$ cat src/rtl/ttm_pkg.sv
// ----------------------------------------------------------------------------
// ttm_pkg
// Types and constants shared by the temperature trip threshold monitor.
// ----------------------------------------------------------------------------
package ttm_pkg;

   localparam int TEMP_WIDTH = 16;
   localparam int CSR_IDX_WIDTH = 3;

   typedef logic [TEMP_WIDTH-1:0] temp_type;

   typedef enum logic [1:0] {
      OP_SAMPLE   = 2'd0,
      OP_SET_LOW  = 2'd1,
      OP_SET_HIGH = 2'd2,
      OP_INVALID  = 2'd3
   } opcode_type;

   typedef enum logic [1:0] {
      ST_OK          = 2'd0,
      ST_UNSUPPORTED = 2'd1,
      ST_UNKNOWN_SEL = 2'd2
   } status_type;

   typedef enum logic [CSR_IDX_WIDTH-1:0] {
      CSR_HYSTERESIS   = 3'd0,
      CSR_TEMP_FLOOR   = 3'd1,
      CSR_TEMP_CEILING = 3'd2,
      CSR_LOW_DEFAULT  = 3'd3,
      CSR_POLLING_ON   = 3'd4,
      CSR_CAPABLE      = 3'd5
   } csr_index_type;

   typedef struct packed {
      temp_type hysteresis;
      temp_type temp_floor;
      temp_type temp_ceiling;
      temp_type low_default;
      logic     polling_on;
      logic     threshold_capable;
   } cfg_type;

   typedef struct packed {
      temp_type low_point;
      logic     low_valid;
      temp_type high_point;
      logic     high_valid;
      temp_type low_with_hyst;
   } trip_type;

   typedef struct packed {
      opcode_type opcode;
      temp_type   value;
      logic       value_valid;
   } item_type;

   typedef struct packed {
      logic       crossed;
      temp_type   push_value;
      logic       push_enable;
      status_type status;
   } result_type;

endpackage

$ cat src/rtl/ttm_req_if.sv
// ----------------------------------------------------------------------------
// ttm_req_if
// Request channel: valid/ready handshake carrying one monitor item.
// ----------------------------------------------------------------------------
interface ttm_req_if import ttm_pkg::*; ();
   logic     valid;
   logic     ready;
   logic [1:0] opcode;
   temp_type value;
   logic     value_valid;

   modport source (output valid, opcode, value, value_valid, input ready);
   modport sink   (input valid, opcode, value, value_valid, output ready);
endinterface

$ cat src/rtl/ttm_rsp_if.sv
// ----------------------------------------------------------------------------
// ttm_rsp_if
// Response channel: valid/ready handshake carrying one monitor result.
// ----------------------------------------------------------------------------
interface ttm_rsp_if import ttm_pkg::*; ();
   logic       valid;
   logic       ready;
   logic       crossed;
   temp_type   push_value;
   logic       push_enable;
   logic [1:0] status;

   modport source (output valid, crossed, push_value, push_enable, status, input ready);
   modport sink   (input valid, crossed, push_value, push_enable, status, output ready);
endinterface

$ cat src/rtl/temp_trip_threshold_monitor.sv
// ----------------------------------------------------------------------------
// temp_trip_threshold_monitor
// Items pass the input register, then the result register, from request
// to response transaction. Throughput: one transaction per cycle while the
// response side is ready. The trip state updates as an item leaves the input
// register, so the next item always sees it. Reset (synchronous, active high)
// clears both pipeline valids, the trip points and loads the config defaults.
// ----------------------------------------------------------------------------
module temp_trip_threshold_monitor import ttm_pkg::*; (
   input  logic                     clock,
   input  logic                     reset,
   ttm_req_if.sink                  req_bus,
   ttm_rsp_if.source                rsp_bus,
   input  logic                     csr_wr_en,
   input  logic [CSR_IDX_WIDTH-1:0] csr_index,
   input  temp_type                 csr_wdata
);

   cfg_type    cfg;

   // input register stage
   logic       s1_valid_ff;
   logic       s1_valid_in;
   item_type   s1_item_ff;

   // result register stage
   logic       out_valid_ff;
   logic       out_valid_in;
   result_type out_result_ff;

   // trip point state
   trip_type   trip_ff;
   trip_type   trip_next;
   result_type result;

   logic       accept;
   logic       advance;

   ttm_cfg u_cfg (
      .clock     (clock),
      .reset     (reset),
      .csr_wr_en (csr_wr_en),
      .csr_index (csr_index),
      .csr_wdata (csr_wdata),
      .cfg       (cfg)
   );

   ttm_eval u_eval (
      .item      (s1_item_ff),
      .cfg       (cfg),
      .trip      (trip_ff),
      .result    (result),
      .trip_next (trip_next)
   );

   // item moves to the result register when that slot is free or draining
   assign advance       = s1_valid_ff && (!out_valid_ff || rsp_bus.ready);
   assign req_bus.ready = !s1_valid_ff || advance;
   assign accept        = req_bus.valid && req_bus.ready;

   always_comb begin
      if (accept)
         s1_valid_in = 1'b1;
      else if (advance)
         s1_valid_in = 1'b0;
      else
         s1_valid_in = s1_valid_ff;

      if (advance)
         out_valid_in = 1'b1;
      else if (rsp_bus.ready)
         out_valid_in = 1'b0;
      else
         out_valid_in = out_valid_ff;
   end

   // control state
   always_ff @(posedge clock) begin
      if (reset) begin
         s1_valid_ff           <= 1'b0;
         out_valid_ff          <= 1'b0;
         trip_ff.low_point     <= '0;
         trip_ff.low_valid     <= 1'b0;
         trip_ff.high_point    <= '0;
         trip_ff.high_valid    <= 1'b0;
         trip_ff.low_with_hyst <= '0;
      end else begin
         s1_valid_ff  <= s1_valid_in;
         out_valid_ff <= out_valid_in;
         if (advance) begin
            trip_ff <= trip_next;
         end
      end
   end

   // payload registers
   always_ff @(posedge clock) begin
      if (accept) begin
         s1_item_ff.opcode      <= opcode_type'(req_bus.opcode);
         s1_item_ff.value       <= req_bus.value;
         s1_item_ff.value_valid <= req_bus.value_valid;
      end
      if (advance) begin
         out_result_ff <= result;
      end
   end

   assign rsp_bus.valid       = out_valid_ff;
   assign rsp_bus.crossed     = out_result_ff.crossed;
   assign rsp_bus.push_value  = out_result_ff.push_value;
   assign rsp_bus.push_enable = out_result_ff.push_enable;
   assign rsp_bus.status      = out_result_ff.status;

endmodule

$ cat src/rtl/ttm_cfg.sv
// ----------------------------------------------------------------------------
// ttm_cfg
// Configuration register file, written through a plain write port.
// ----------------------------------------------------------------------------
module ttm_cfg import ttm_pkg::*; (
   input  logic                     clock,
   input  logic                     reset,
   input  logic                     csr_wr_en,
   input  logic [CSR_IDX_WIDTH-1:0] csr_index,
   input  temp_type                 csr_wdata,
   output cfg_type                  cfg
);

   cfg_type cfg_ff;
   cfg_type cfg_in;

   always_comb begin
      cfg_in = cfg_ff;
      if (csr_wr_en) begin
         unique case (csr_index)
            CSR_HYSTERESIS:   cfg_in.hysteresis        = csr_wdata;
            CSR_TEMP_FLOOR:   cfg_in.temp_floor        = csr_wdata;
            CSR_TEMP_CEILING: cfg_in.temp_ceiling      = csr_wdata;
            CSR_LOW_DEFAULT:  cfg_in.low_default       = csr_wdata;
            CSR_POLLING_ON:   cfg_in.polling_on        = csr_wdata[0];
            CSR_CAPABLE:      cfg_in.threshold_capable = csr_wdata[0];
            default:          cfg_in = cfg_ff; // unmapped index: ignored
         endcase
      end
   end

   always_ff @(posedge clock) begin
      if (reset) begin
         cfg_ff.hysteresis        <= '0;
         cfg_ff.temp_floor        <= '0;
         cfg_ff.temp_ceiling      <= '1;
         cfg_ff.low_default       <= '0;
         cfg_ff.polling_on        <= 1'b0;
         cfg_ff.threshold_capable <= 1'b1;
      end else begin
         cfg_ff <= cfg_in;
      end
   end

   assign cfg = cfg_ff;

endmodule

$ cat src/rtl/ttm_eval.sv
// ----------------------------------------------------------------------------
// ttm_eval
// Single-pass evaluation of one item: result and next trip point state.
// ----------------------------------------------------------------------------
module ttm_eval import ttm_pkg::*; (
   input  item_type   item,
   input  cfg_type    cfg,
   input  trip_type   trip,
   output result_type result,
   output trip_type   trip_next
);

   function automatic temp_type clamp_point(temp_type v, temp_type lo, temp_type hi);
      temp_type r;
      if (v > hi)
         r = hi;
      else if (v < lo)
         r = lo;
      else
         r = v;
      return r;
   endfunction

   // lowered point: base - hyst - 1 when hyst + 1 < base, else the floor
   function automatic temp_type lowered_point(temp_type base, temp_type hyst,
                                              temp_type floor_pt);
      logic [TEMP_WIDTH:0] hyst_p1;
      temp_type            r;
      hyst_p1 = {1'b0, hyst} + {{TEMP_WIDTH{1'b0}}, 1'b1};
      if (hyst_p1 < {1'b0, base})
         r = base - hyst - {{(TEMP_WIDTH-1){1'b0}}, 1'b1};
      else
         r = floor_pt;
      return r;
   endfunction

   temp_type clamped;
   temp_type point;
   temp_type lowered;
   logic     lo_hit;
   logic     hi_hit;

   assign clamped = clamp_point(item.value, cfg.temp_floor, cfg.temp_ceiling);
   assign lowered = lowered_point(point, cfg.hysteresis, cfg.temp_floor);
   assign lo_hit  = trip.low_valid && (item.value <= trip.low_with_hyst);
   assign hi_hit  = trip.high_valid && (item.value >= trip.high_point) && item.value_valid;

   // base for the lowered point: the clamped value, or low_default on a clear
   assign point = item.value_valid ? clamped : cfg.low_default;

   always_comb begin
      result.crossed     = 1'b0;
      result.push_value  = '0;
      result.push_enable = 1'b0;
      result.status      = ST_OK;
      trip_next          = trip;

      if (item.opcode == OP_SAMPLE) begin
         result.crossed = lo_hit || hi_hit;
      end else if (!cfg.threshold_capable) begin
         result.status = ST_UNSUPPORTED;
      end else begin
         unique case (item.opcode)
            OP_SET_LOW: begin
               trip_next.low_point     = item.value_valid ? clamped : '0;
               trip_next.low_valid     = item.value_valid;
               trip_next.low_with_hyst = lowered;
               result.push_value       = cfg.polling_on ? point : lowered;
               result.push_enable      = !cfg.polling_on;
            end
            OP_SET_HIGH: begin
               trip_next.high_point = item.value_valid ? clamped : '0;
               trip_next.high_valid = item.value_valid;
               result.push_value    = item.value_valid ? clamped : cfg.temp_ceiling;
               result.push_enable   = !cfg.polling_on;
            end
            default: begin
               result.status = ST_UNKNOWN_SEL;
            end
         endcase
      end
   end

endmodule

$ cat src/flat_wrapper.sv
// flat-port wrapper written by rule: the top's interface ports become plain ports
module temp_trip_threshold_monitor_flat import ttm_pkg::*;
  (clock, reset, csr_wr_en, csr_index, csr_wdata, req_bus_valid, req_bus_opcode, req_bus_value, req_bus_value_valid, req_bus_ready, rsp_bus_valid, rsp_bus_crossed, rsp_bus_push_value, rsp_bus_push_enable, rsp_bus_status, rsp_bus_ready);
  ttm_req_if req_bus_i ();
  ttm_rsp_if rsp_bus_i ();
  input  logic clock;
  input  logic reset;
  input  logic csr_wr_en;
  input  logic [CSR_IDX_WIDTH-1:0] csr_index;
  input  temp_type csr_wdata;
  input wire logic [$bits(req_bus_i.valid)-1:0] req_bus_valid;
  input wire logic [$bits(req_bus_i.opcode)-1:0] req_bus_opcode;
  input wire logic [$bits(req_bus_i.value)-1:0] req_bus_value;
  input wire logic [$bits(req_bus_i.value_valid)-1:0] req_bus_value_valid;
  output wire logic [$bits(req_bus_i.ready)-1:0] req_bus_ready;
  output wire logic [$bits(rsp_bus_i.valid)-1:0] rsp_bus_valid;
  output wire logic [$bits(rsp_bus_i.crossed)-1:0] rsp_bus_crossed;
  output wire logic [$bits(rsp_bus_i.push_value)-1:0] rsp_bus_push_value;
  output wire logic [$bits(rsp_bus_i.push_enable)-1:0] rsp_bus_push_enable;
  output wire logic [$bits(rsp_bus_i.status)-1:0] rsp_bus_status;
  input wire logic [$bits(rsp_bus_i.ready)-1:0] rsp_bus_ready;
  assign req_bus_i.valid = req_bus_valid;
  assign req_bus_i.opcode = req_bus_opcode;
  assign req_bus_i.value = req_bus_value;
  assign req_bus_i.value_valid = req_bus_value_valid;
  assign req_bus_ready = req_bus_i.ready;
  assign rsp_bus_valid = rsp_bus_i.valid;
  assign rsp_bus_crossed = rsp_bus_i.crossed;
  assign rsp_bus_push_value = rsp_bus_i.push_value;
  assign rsp_bus_push_enable = rsp_bus_i.push_enable;
  assign rsp_bus_status = rsp_bus_i.status;
  assign rsp_bus_i.ready = rsp_bus_ready;
  temp_trip_threshold_monitor u_core (.clock(clock), .reset(reset), .req_bus(req_bus_i), .rsp_bus(rsp_bus_i), .csr_wr_en(csr_wr_en), .csr_index(csr_index), .csr_wdata(csr_wdata));
endmodule
$ cat config.mk
export PLATFORM = sky130hd
export DESIGN_NAME = temp_trip_threshold_monitor_flat
export DESIGN_NICKNAME = d
export VERILOG_FILES = /design/src/rtl/ttm_pkg.sv /design/src/rtl/ttm_req_if.sv /design/src/rtl/ttm_rsp_if.sv /design/src/rtl/temp_trip_threshold_monitor.sv /design/src/rtl/ttm_cfg.sv /design/src/rtl/ttm_eval.sv /design/src/flat_wrapper.sv
export SDC_FILE = /design/constraint.sdc
export NUM_CORES = 1
export LEC_CHECK = 0
export BUFFER_PORTS_ARGS = -buffer_cell sky130_fd_sc_hd__buf_2
export CAP_MARGIN = 40
export CORE_AREA = 2 2 107 160
export CTS_CLUSTER_DIAMETER = 120
export CTS_CLUSTER_SIZE = 24
export DETAILED_ROUTE_END_ITERATION = 10
export DIE_AREA = 0 0 109 162
export PLACE_DENSITY = 0.73
export SETUP_SLACK_MARGIN = 0.15
export SLEW_MARGIN = 20
export SYNTH_ARGS = -nofsm -noshare
export SYNTH_HDL_FRONTEND = slang
export SYNTH_SLANG_ARGS = --single-unit
$ cat constraint.sdc
create_clock -name clock -period 6.34 [get_ports clock]
set_input_delay 0.317 -clock clock [delete_from_list [all_inputs] [get_ports clock]]
set_output_delay 0.317 -clock clock [all_outputs]
set_load 0.01 [all_outputs]
* After elaboration in Yosys (flattened, before gate mapping)
Index checks and enable logic that the tools add are counted.
Storage, ports and cells: output and inout bits 22, input port bits 43, word-level logic and storage cells 76, register bits 141
Cells by class: muxes and demuxes 14, eq/ne operators 7, bitwise operators 2, reduce and logical (&&, ||, !) cells 25, add/sub/neg operators 3, magnitude comparators 5
Operators with widths (number):
- $mux W16 | 7
- $pmux W17 S2 | 1
- $add A16 B1 Y17 const B | 1
- $lt A17 B16 Y1 | 1
- $ge A16 B16 Y1 | 1
- $gt A16 B16 Y1 | 1
- $le A16 B16 Y1 | 1
- $lt A16 B16 Y1 | 1
- $sub A16 B1 Y16 const B | 1
- $sub A16 B16 Y16 | 1
- $reduce_and A2 Y1 | 6
- $reduce_and A4 Y1 | 2
- $eq A3 B2 Y1 const B | 2
- $eq A3 B3 Y1 const B | 2
- $logic_and A1 B1 Y1 | 5
- $mux W1 | 5
- $reduce_bool A2 Y1 | 2
- $reduce_or A2 Y1 | 2
- $eq A3 B1 Y1 const B | 1
- $logic_not A1 Y1 | 3
- $logic_not A3 Y1 | 1
- $logic_or A1 B1 Y1 | 3
- $eq A2 B1 Y1 const B | 1
- $eq A2 B2 Y1 const B | 1
- other kinds (3) | 4

* Logic depth before layout (Yosys ltp)
Gate-level depths: netlist of the first run.
depth after elaboration 9, depth in mapped cells 24, depth with buffers taken out 22

* By module
From an unflattened synthesis of the first run, not the netlist that was laid out.
Unflattened totals: cell total of the unflattened synthesis 1289, area, all modules 11327.1 um2
Modules (own cells, without submodules):
- ttm_eval | area each 5091.1 um2, cells an instance 766, times used 1
- temp_trip_threshold_monitor | area each 3539.6 um2, cells an instance 266, times used 1
- ttm_cfg | area each 2696.3 um2, cells an instance 257, times used 1

* Worst setup path after synthesis of the first run
No wires, ideal clock.
path kind register -> register, start reg u_core.s1_item_ff[11] (netlist bit), end reg u_core.out_result_ff (netlist bit u_core.rsp_bus.push_value[15]), data pin, library setup time 0.262 ns, setup slack 1.768 ns, cell stages (with the launch flop) 20, data required time 6.078 ns, path buffers 2, arrival time 4.311 ns, path through edfxtp_1 ha_1 nand4_1 or3_1 o221a_2 o21ai_2 buf_4 buf_6 nor2_1 a221o_1 ha_1 a21oi_2 nor3b_1 a22oi_1 a221o_1 a221oi_2 xor2_1 o21ai_0 mux2i_1 o21ai_1
Between the ends: cells in the longest elaborated chain, start to end 9
RTL lines:
- from (decl) | RTL line temp_trip_threshold_monitor.sv:24 | item_type s1_item_ff;
- $lt A16 B16 Y1 | RTL line ttm_eval.sv:17 | else if (v < lo)
- $mux W16 | RTL line ttm_eval.sv:17
- $mux W16 (*) | RTL line ttm_eval.sv:15 | if (v > hi)
- $mux W16 | RTL line ttm_eval.sv:49 | assign point = item.value_valid ? clamped : cfg.low_default;
- $sub A16 B16 Y16 | RTL line ttm_eval.sv:31 | r = base - hyst - {{(TEMP_WIDTH-1){1'b0}}, 1'b1};
- $sub A16 B1 Y16 | RTL line ttm_eval.sv:31
- $mux W16 | RTL line ttm_eval.sv:30 | if (hyst_p1 < {1'b0, base})
- $mux W16 | RTL line ttm_eval.sv:68 | result.push_value = cfg.polling_on ? point : lowered;
- $pmux W17 S2 (*) | RTL line ttm_eval.sv:63 | unique case (item.opcode)
- to (signal assigned) | RTL line temp_trip_threshold_monitor.sv:104 | out_result_ff <= result;
- to (decl) | RTL line temp_trip_threshold_monitor.sv:29 | result_type out_result_ff;
Mark *: on every way between the ends. The rest lies on a longest branch, timed or not. A chain may end at the register's enable or synchronous reset.

* Worst setup path in the final report of the first run
start reg u_core.u_cfg.cfg_ff (netlist bit u_core.u_cfg.cfg[41]), end reg u_core.out_result_ff (netlist bit u_core.rsp_bus.push_value[15]), data pin
Between the ends: cells in the longest elaborated chain, start to end 9
RTL lines:
- from (decl) | RTL line ttm_cfg.sv:14 | cfg_type cfg_ff;
- from (signal assigned) | RTL line ttm_cfg.sv:41 | cfg_ff <= cfg_in;
- $lt A16 B16 Y1 | RTL line ttm_eval.sv:17
- $mux W16 (*) | RTL line ttm_eval.sv:17
- $mux W16 (*) | RTL line ttm_eval.sv:15
- $mux W16 | RTL line ttm_eval.sv:49
- $sub A16 B16 Y16 | RTL line ttm_eval.sv:31
- $sub A16 B1 Y16 | RTL line ttm_eval.sv:31
- $mux W16 | RTL line ttm_eval.sv:30
- $mux W16 | RTL line ttm_eval.sv:68
- $pmux W17 S2 (*) | RTL line ttm_eval.sv:63
Marked as above.

==> results of run 1 <==
[flip-flops by register name, summed over array words and instances (netlist names)]
signal / flops
u_core.rsp_bus.crossed: 1
u_core.rsp_bus.push_enable: 1
u_core.rsp_bus.push_value: 16
u_core.rsp_bus.status: 2
u_core.rsp_bus.valid: 1
u_core.s1_item_ff: 19
u_core.s1_valid_ff: 1
u_core.trip_ff: 34
u_core.u_cfg.cfg: 66
[cell families after synthesis]
logic type      Yosys count  synth area share
mux                      34            0.0394
simple gates            297             0.147
compound gates          281             0.210
buf+inv                 153            0.0692
fa+ha+maj               100             0.143
flops                   141             0.365
xor+xnor                 26            0.0259
[report_power, final]
| group | total (W) | internal (W) | switching [W] | leakage, nW |
|---|---|---|---|---|
| Clock | 0.00113 | 0.000736 | 0.000393 | 0.333 |
| Combinational | 0.000524 | 0.000213 | 0.000311 | 2.55 |
| Sequential | 0.000993 | 0.000962 | 0.0000308 | 1.21 |
| Total | 0.00265 | 0.00191 | 0.000735 | 4.10 |
[through the flow]
stage	total power, W	std cells
after floorplan	0.00138	1032
final	0.00265	1300
after detailed placement	0.00152	1268
after global placement	0.00151	1264
after global routing	0.00275	1300
after CTS	0.00265	1300
[final cells by class]
| class | count | share of cell area |
|---|---|---|
| inverters | 106 | 0.0399 |
| flip-flops and latches | 141 | 0.322 |
| clock inverters | 8 | 0.0147 |
| multi-input cells | 738 | 0.499 |
| repair buffers | 77 | 0.0454 |
| well taps | 206 | 0.0259 |
| clock buffers | 24 | 0.0525 |
[cells in the mapped netlist (all sizes together), types with 2 or more instances]
master / number / area, um2
xor2: 3 / 26.3
a221oi: 8 / 95.1
a21o: 17 / 128
a41oi: 2 / 17.5
a211oi: 44 / 330
o22ai: 11 / 68.8
a221o: 9 / 90.1
nor3: 12 / 60.1
and3: 5 / 31.3
a31oi: 3 / 18.8
o311ai: 2 / 17.5
nand2: 156 / 586
xnor2: 23 / 201
o21a: 5 / 37.5
clkbuf: 38 / 143
dfxtp: 102 / 2040
nand3: 18 / 90.1
mux2: 5 / 56.3
a21oi: 114 / 574
nand2b: 4 / 25.0
o211ai: 20 / 150
inv: 105 / 394
or3: 5 / 31.3
a311o: 2 / 20.0
buf: 9 / 67.6
o21ai: 26 / 134
mux2i: 29 / 290
o211a: 2 / 20.0
o32ai: 2 / 17.5
nor2b: 6 / 37.5
o31a: 2 / 17.5
and2: 4 / 25.0
o221a: 2 / 22.5
nand4: 15 / 93.8
ha: 99 / 1240
nor2: 62 / 240
edfxtp: 39 / 1170
nor3b: 4 / 30.0
nor4: 2 / 12.5
[path summary, 6_finish.rpt]
path	startpoint	endpoint	slack, ns
setup / recovery	u_core.u_cfg.cfg[41]	u_core.rsp_bus.push_value[15]	0.70
hold / removal	req_bus_value[8]	u_core.s1_item_ff[9]	0.06
setup reg to reg	u_core.u_cfg.cfg[41]	u_core.rsp_bus.push_value[15]	0.70
hold reg to reg	u_core.u_cfg.cfg[17]	u_core.u_cfg.cfg[17]	0.46
[layer usage]
metal  track usage  routed length, um
met1         0.338               9470
met2         0.535              13300
met3        0.0594               1570
met4         0.205               1970
met5             0                  0
==> impl_metrics.py, run 1 <==
metrics = {
    "status": {
        "status": "completed",
    },
    "worst_setup_path": {
        "crit_slowest_cell": "a31oi_2",
        "arrival_ns": 5.78,
        "crit_family": "compound AO/OA/AOI/OAI gates",
        "r2r_cells": 20,
        "cpPeakStageDelay_ns": 0.61,
        "path_depth": 20,
        "worst-path-max-fanout": 9,
        "cp-start-kind": "flop",
        "worstPathCellList": "inv_1 > ha_1 > nand2_1 > o21ai_0 > a221oi_1 > a31oi_2 > buf_4 > mux2i_1 > nor2_1 > a221o_1 > ha_1 > a21oi_2 > nor3b_1 > a22oi_1 > a221o_1 > a221oi_2 > xor2_1 > o21ai_0 > mux2i_1 > o21ai_1",
        "path_class": "flop to flop",
        "end_kind": "flop",
        "cp_num_buf_inv": 2,
        "worstPathRequired_ns": 6.49,
    },
    "clocking": {
        "cts_tree": "yes",
        "clock-sinks": 141,
        "htreeDepth": 4,
        "hold_buffers": 0,
        "ctsResizeCount": 0,
        "clockBufferDepth": 2,
        "postCtsSetupBuffers": 0,
        "cts_buffers": 17,
        "clkTransAtPathRegs_ns": 0.06,
        "cts_root_buf": "clkbuf_16",
        "clk_latency_ns": 0.43,
    },
    "logic_synthesis": {
        "async_flop_share": 0,
        "dominantRegCellSynth": "dfxtp_1",
        "synth-edff-count": 39,
        "syn_area_um2": 8790,
        "syn-num-nets": 1175,
        "synth_cell_types": 64,
        "syn_inst": 1032,
        "synth_seq_cells": 141,
        "seq_area_frac_synth": 0.365,
        "postSynthAreaPerCell_um2": 8.52,
        "ys.warnings.count": 0,
    },
    "layout": {
        "area_delta_synth_final_pct": 13.4,
        "fillers": 1417,
        "final_util": 0.616,
        "final_common_cell": "nand2_1",
        "final_cell_mix": "156 x nand2_1, 113 x a21oi_1, 102 x dfxtp_1",
        "layout.area.seq_um2": 3210,
        "final_nets": 1224,
        "multiInputGateArea_um2": 4980,
        "final_cell_area_um2": 9970,
        "drive_above_1_share": 0.119,
        "diodes": 0,
    },
    "grt": {
        "grt_pass1_vias": 7779,
        "gr-total-overflow": 0,
        "grt_first_pass_wirelength_um": 41000,
        "antenna_found_initial": 0,
        "grt_max_degree": 51,
        "grt_util_all_layers": 0.310,
    },
    "route": {
        "drtIter0Drc": 594,
        "drt_wl_total_um": 26300,
        "wire_per_inst_um": 20.3,
        "dr.pass1.iters": 6,
        "drc": 0,
        "via_per_inst": 6.11,
        "ant_nets": 0,
        "vias": 7942,
    },
    "sta": {
        "slew_headroom": 0.494,
        "fmax_ghz": 0.177,
        "setup_violations": 0,
        "period_minus_slack_ns": 5.64,
        "timing.hold.ws_ns": 0.0600,
        "maxSlewViolCount": 0,
        "hold_violations": 0,
        "finalSetupTns_ns": 0,
        "tightest_slew_ns": 0.757,
        "clock_skew_ns": 0.00814,
        "fin_crit_sh": 0.889,
        "rsz0062_at_grt": "no",
        "layout_setup_ws_ns": 0.705,
    },
    "floorplanning": {
        "dieWidth_um": 109,
        "coreArea_um2": 16200,
        "rows": 57,
        "die-area_um2": 17700,
        "die_h_um": 162,
        "ios": 65,
        "initial_core_util": 0.543,
    },
    "flow_run": {
        "drv_cap": 0,
    },
    "placed_design": {
        "place.gp.congestion": 0.931,
        "port_buffers": 64,
        "place_hpwl_um": 19700,
        "dpl_cell_area_um2": 9300,
        "pre_cts_ws_ns": 0.797,
    },
    "power": {
        "peakVddDrop_uv": 169,
        "leakagePower_nw": 4.10,
        "power.density_nw_per_um2": 265,
    },
    "hold_path": {
        "hp-class": "primary input to flop",
        "hold_path_depth": 1,
    },
}
Note: power is estimated with default switching activity, not from simulation.
==> run 2, diff against run 1 <==
- RECOVER_POWER: default -> 25
==> run 2 against run 1 <==
Compared with the run above:
- the flow now finishes with violations (max-capacitance violations, max-slew violations)
- largest cell class unchanged
- final area decreased by 0.24%
- largest power group unchanged
- via count shrank 0.20%
- clock skew hardly changed
- highest routed layer unchanged
==> impl_metrics.py, run 2 (same netlist as run 1, synthesis figures left out) <==
metrics = {
    "status": {
        "status": "complete, but fails checks",
        "violations": "max-capacitance violations, max-slew violations",
    },
    "route": {
        "wire_per_inst_um": 20.2,
        "top_layer_used": "met4",
        "drtIter0Drc": 562,
        "ant_nets": 0,
        "via_per_inst": 6.10,
        "dr_wl_met2_um": 13300,
        "dr.pass1.iters": 5,
        "vias": 7926,
        "met1_length_um": 9540,
        "drt_wl_total_um": 26300,
        "wl_met3_um": 1560,
        "drc": 0,
    },
    "grt": {
        "grt_max_degree": 51,
        "grt_first_pass_wirelength_um": 41000,
        "grt_pass1_vias": 7779,
        "antenna_found_initial": 0,
        "grt_util_all_layers": 0.310,
        "gr-total-overflow": 0,
    },
    "clocking": {
        "postCtsSetupBuffers": 0,
        "clock-sinks": 141,
        "clockBufferDepth": 2,
        "ctsResizeCount": 0,
        "hold_buffers": 0,
        "clk_latency_ns": 0.43,
        "htreeDepth": 4,
        "clkTransAtPathRegs_ns": 0.06,
        "cts_buffers": 17,
        "cts_root_buf": "clkbuf_16",
        "cts_tree": "yes",
    },
    "floorplanning": {
        "rows": 57,
        "die_h_um": 162,
        "die-area_um2": 17700,
        "coreArea_um2": 16200,
        "initial_core_util": 0.543,
        "ios": 65,
        "dieWidth_um": 109,
    },
    "layout": {
        "diodes": 0,
        "final_cell_mix": "156 x nand2_1, 113 x a21oi_1, 102 x dfxtp_1",
        "fillers": 1421,
        "final_common_cell": "nand2_1",
        "area_delta_synth_final_pct": 13.1,
        "drive_above_1_share": 0.113,
        "final_nets": 1224,
        "largest_reg_flops": 66,
    },
    "placed_design": {
        "place.gp.congestion": 0.931,
        "port_buffers": 64,
        "pre_cts_ws_ns": 0.797,
        "place_hpwl_um": 19700,
    },
    "sta": {
        "finalSetupTns_ns": 0,
        "tightest_slew_ns": 2.34,
        "setup_violations": 0,
        "layout_setup_ws_ns": 0.703,
        "fmax_ghz": 0.177,
        "slew_headroom": -0.561,
        "fin_crit_sh": 0.889,
        "hold_violations": 0,
        "maxSlewViolCount": 86,
        "clock_skew_ns": 0.00796,
        "rsz0062_at_grt": "no",
        "period_minus_slack_ns": 5.64,
    },
    "worst_setup_path": {
        "arrival_ns": 5.80,
        "worstPathRequired_ns": 6.51,
        "path_class": "flop to flop",
        "rrSetupSlack_ns": 0.70,
        "worst-path-max-fanout": 9,
        "end_kind": "flop",
        "cp-start-kind": "flop",
    },
    "power": {
        "peakVddDrop_uv": 169,
        "power_w": 0.00265,
        "leakagePower_nw": 4.08,
        "power.density_nw_per_um2": 266,
    },
    "flow_run": {
        "drv_cap": 2,
    },
    "hold_path": {
        "hp-class": "primary input to flop",
    },
}
## run 2: cell types whose count changed in the layout (fill, tap and decap cells not counted), sizes merged
cell	previous run	this run
clkbuf	24	29
buf	77	72
## run 2: power breakdown
part / total (W) / internal [W] / switching (W) / leakage [nW]
clock: 0.00113 / 0.000736 / 0.000395 / 0.333
combinational: 0.000524 / 0.000212 / 0.000312 / 2.53
sequential: 0.000993 / 0.000962 / 0.0000308 / 1.21
total: 0.00265 / 0.00191 / 0.000738 / 4.08
## run 2: critical path, cell delays in order (launching register included)
cell	delay [ns]
edfxtp_1	0.50
ha_1	0.33
o21ai_0	0.06
o21ai_0	0.30
nand3_1	0.15
a31oi_2	0.60
buf_4	0.32
mux2i_1	0.21
nor2_1	0.10
a221oi_2	0.44
inv_2	0.10
ha_1	0.31
a211o_1	0.30
o211ai_1	0.11
a22oi_1	0.23
a221o_1	0.38
a21oi_1	0.23
xnor2_1	0.09
mux2i_1	0.20
nor2_1	0.06
a311o_1	0.36
## run 2: cell type report
class                   count  area, um2  area share
flip-flops and latches    141       3210       0.323
inverters                 106        398      0.0400
multi-input cells         738       4980       0.501
well taps                 206        258      0.0259
clock inverters             8        146      0.0147
repair buffers             77        429      0.0431
clock buffers              24        523      0.0526
## run 2: layer usage
metal | vias to the layer above | track usage
li1 | 3773 | -
met3 | 112 | 0.0594
met1 | 3718 | 0.338
met5 | - | 0
met4 | 0 | 0.205
met2 | 323 | 0.535
## run 2: metrics by stage
| step | util | cells | area (um2) | hold slack, ns |
|---|---|---|---|---|
| floorplan | - | 1032 | 8790 | 0.416 |
| global placement | 0.571 | 1264 | 9240 | 0.443 |
| detailed placement | 0.575 | 1268 | 9300 | 0.450 |
| CTS | 0.616 | 1300 | 9970 | 0.0508 |
| global route | 0.614 | 1300 | 9950 | 0.0460 |
| finish | 0.614 | 1300 | 9950 | 0.0599 |
## run 2: final timing paths
kind,startpoint,end,depth (start not counted)
worst max-delay path,u_core.s1_item_ff[3],u_core.rsp_bus.push_value[13],20
worst max register to register,u_core.s1_item_ff[3],u_core.rsp_bus.push_value[13],20
worst min register to register,u_core.u_cfg.cfg[17],u_core.u_cfg.cfg[17],2
worst min-delay path,req_bus_value[0],u_core.s1_item_ff[1],1
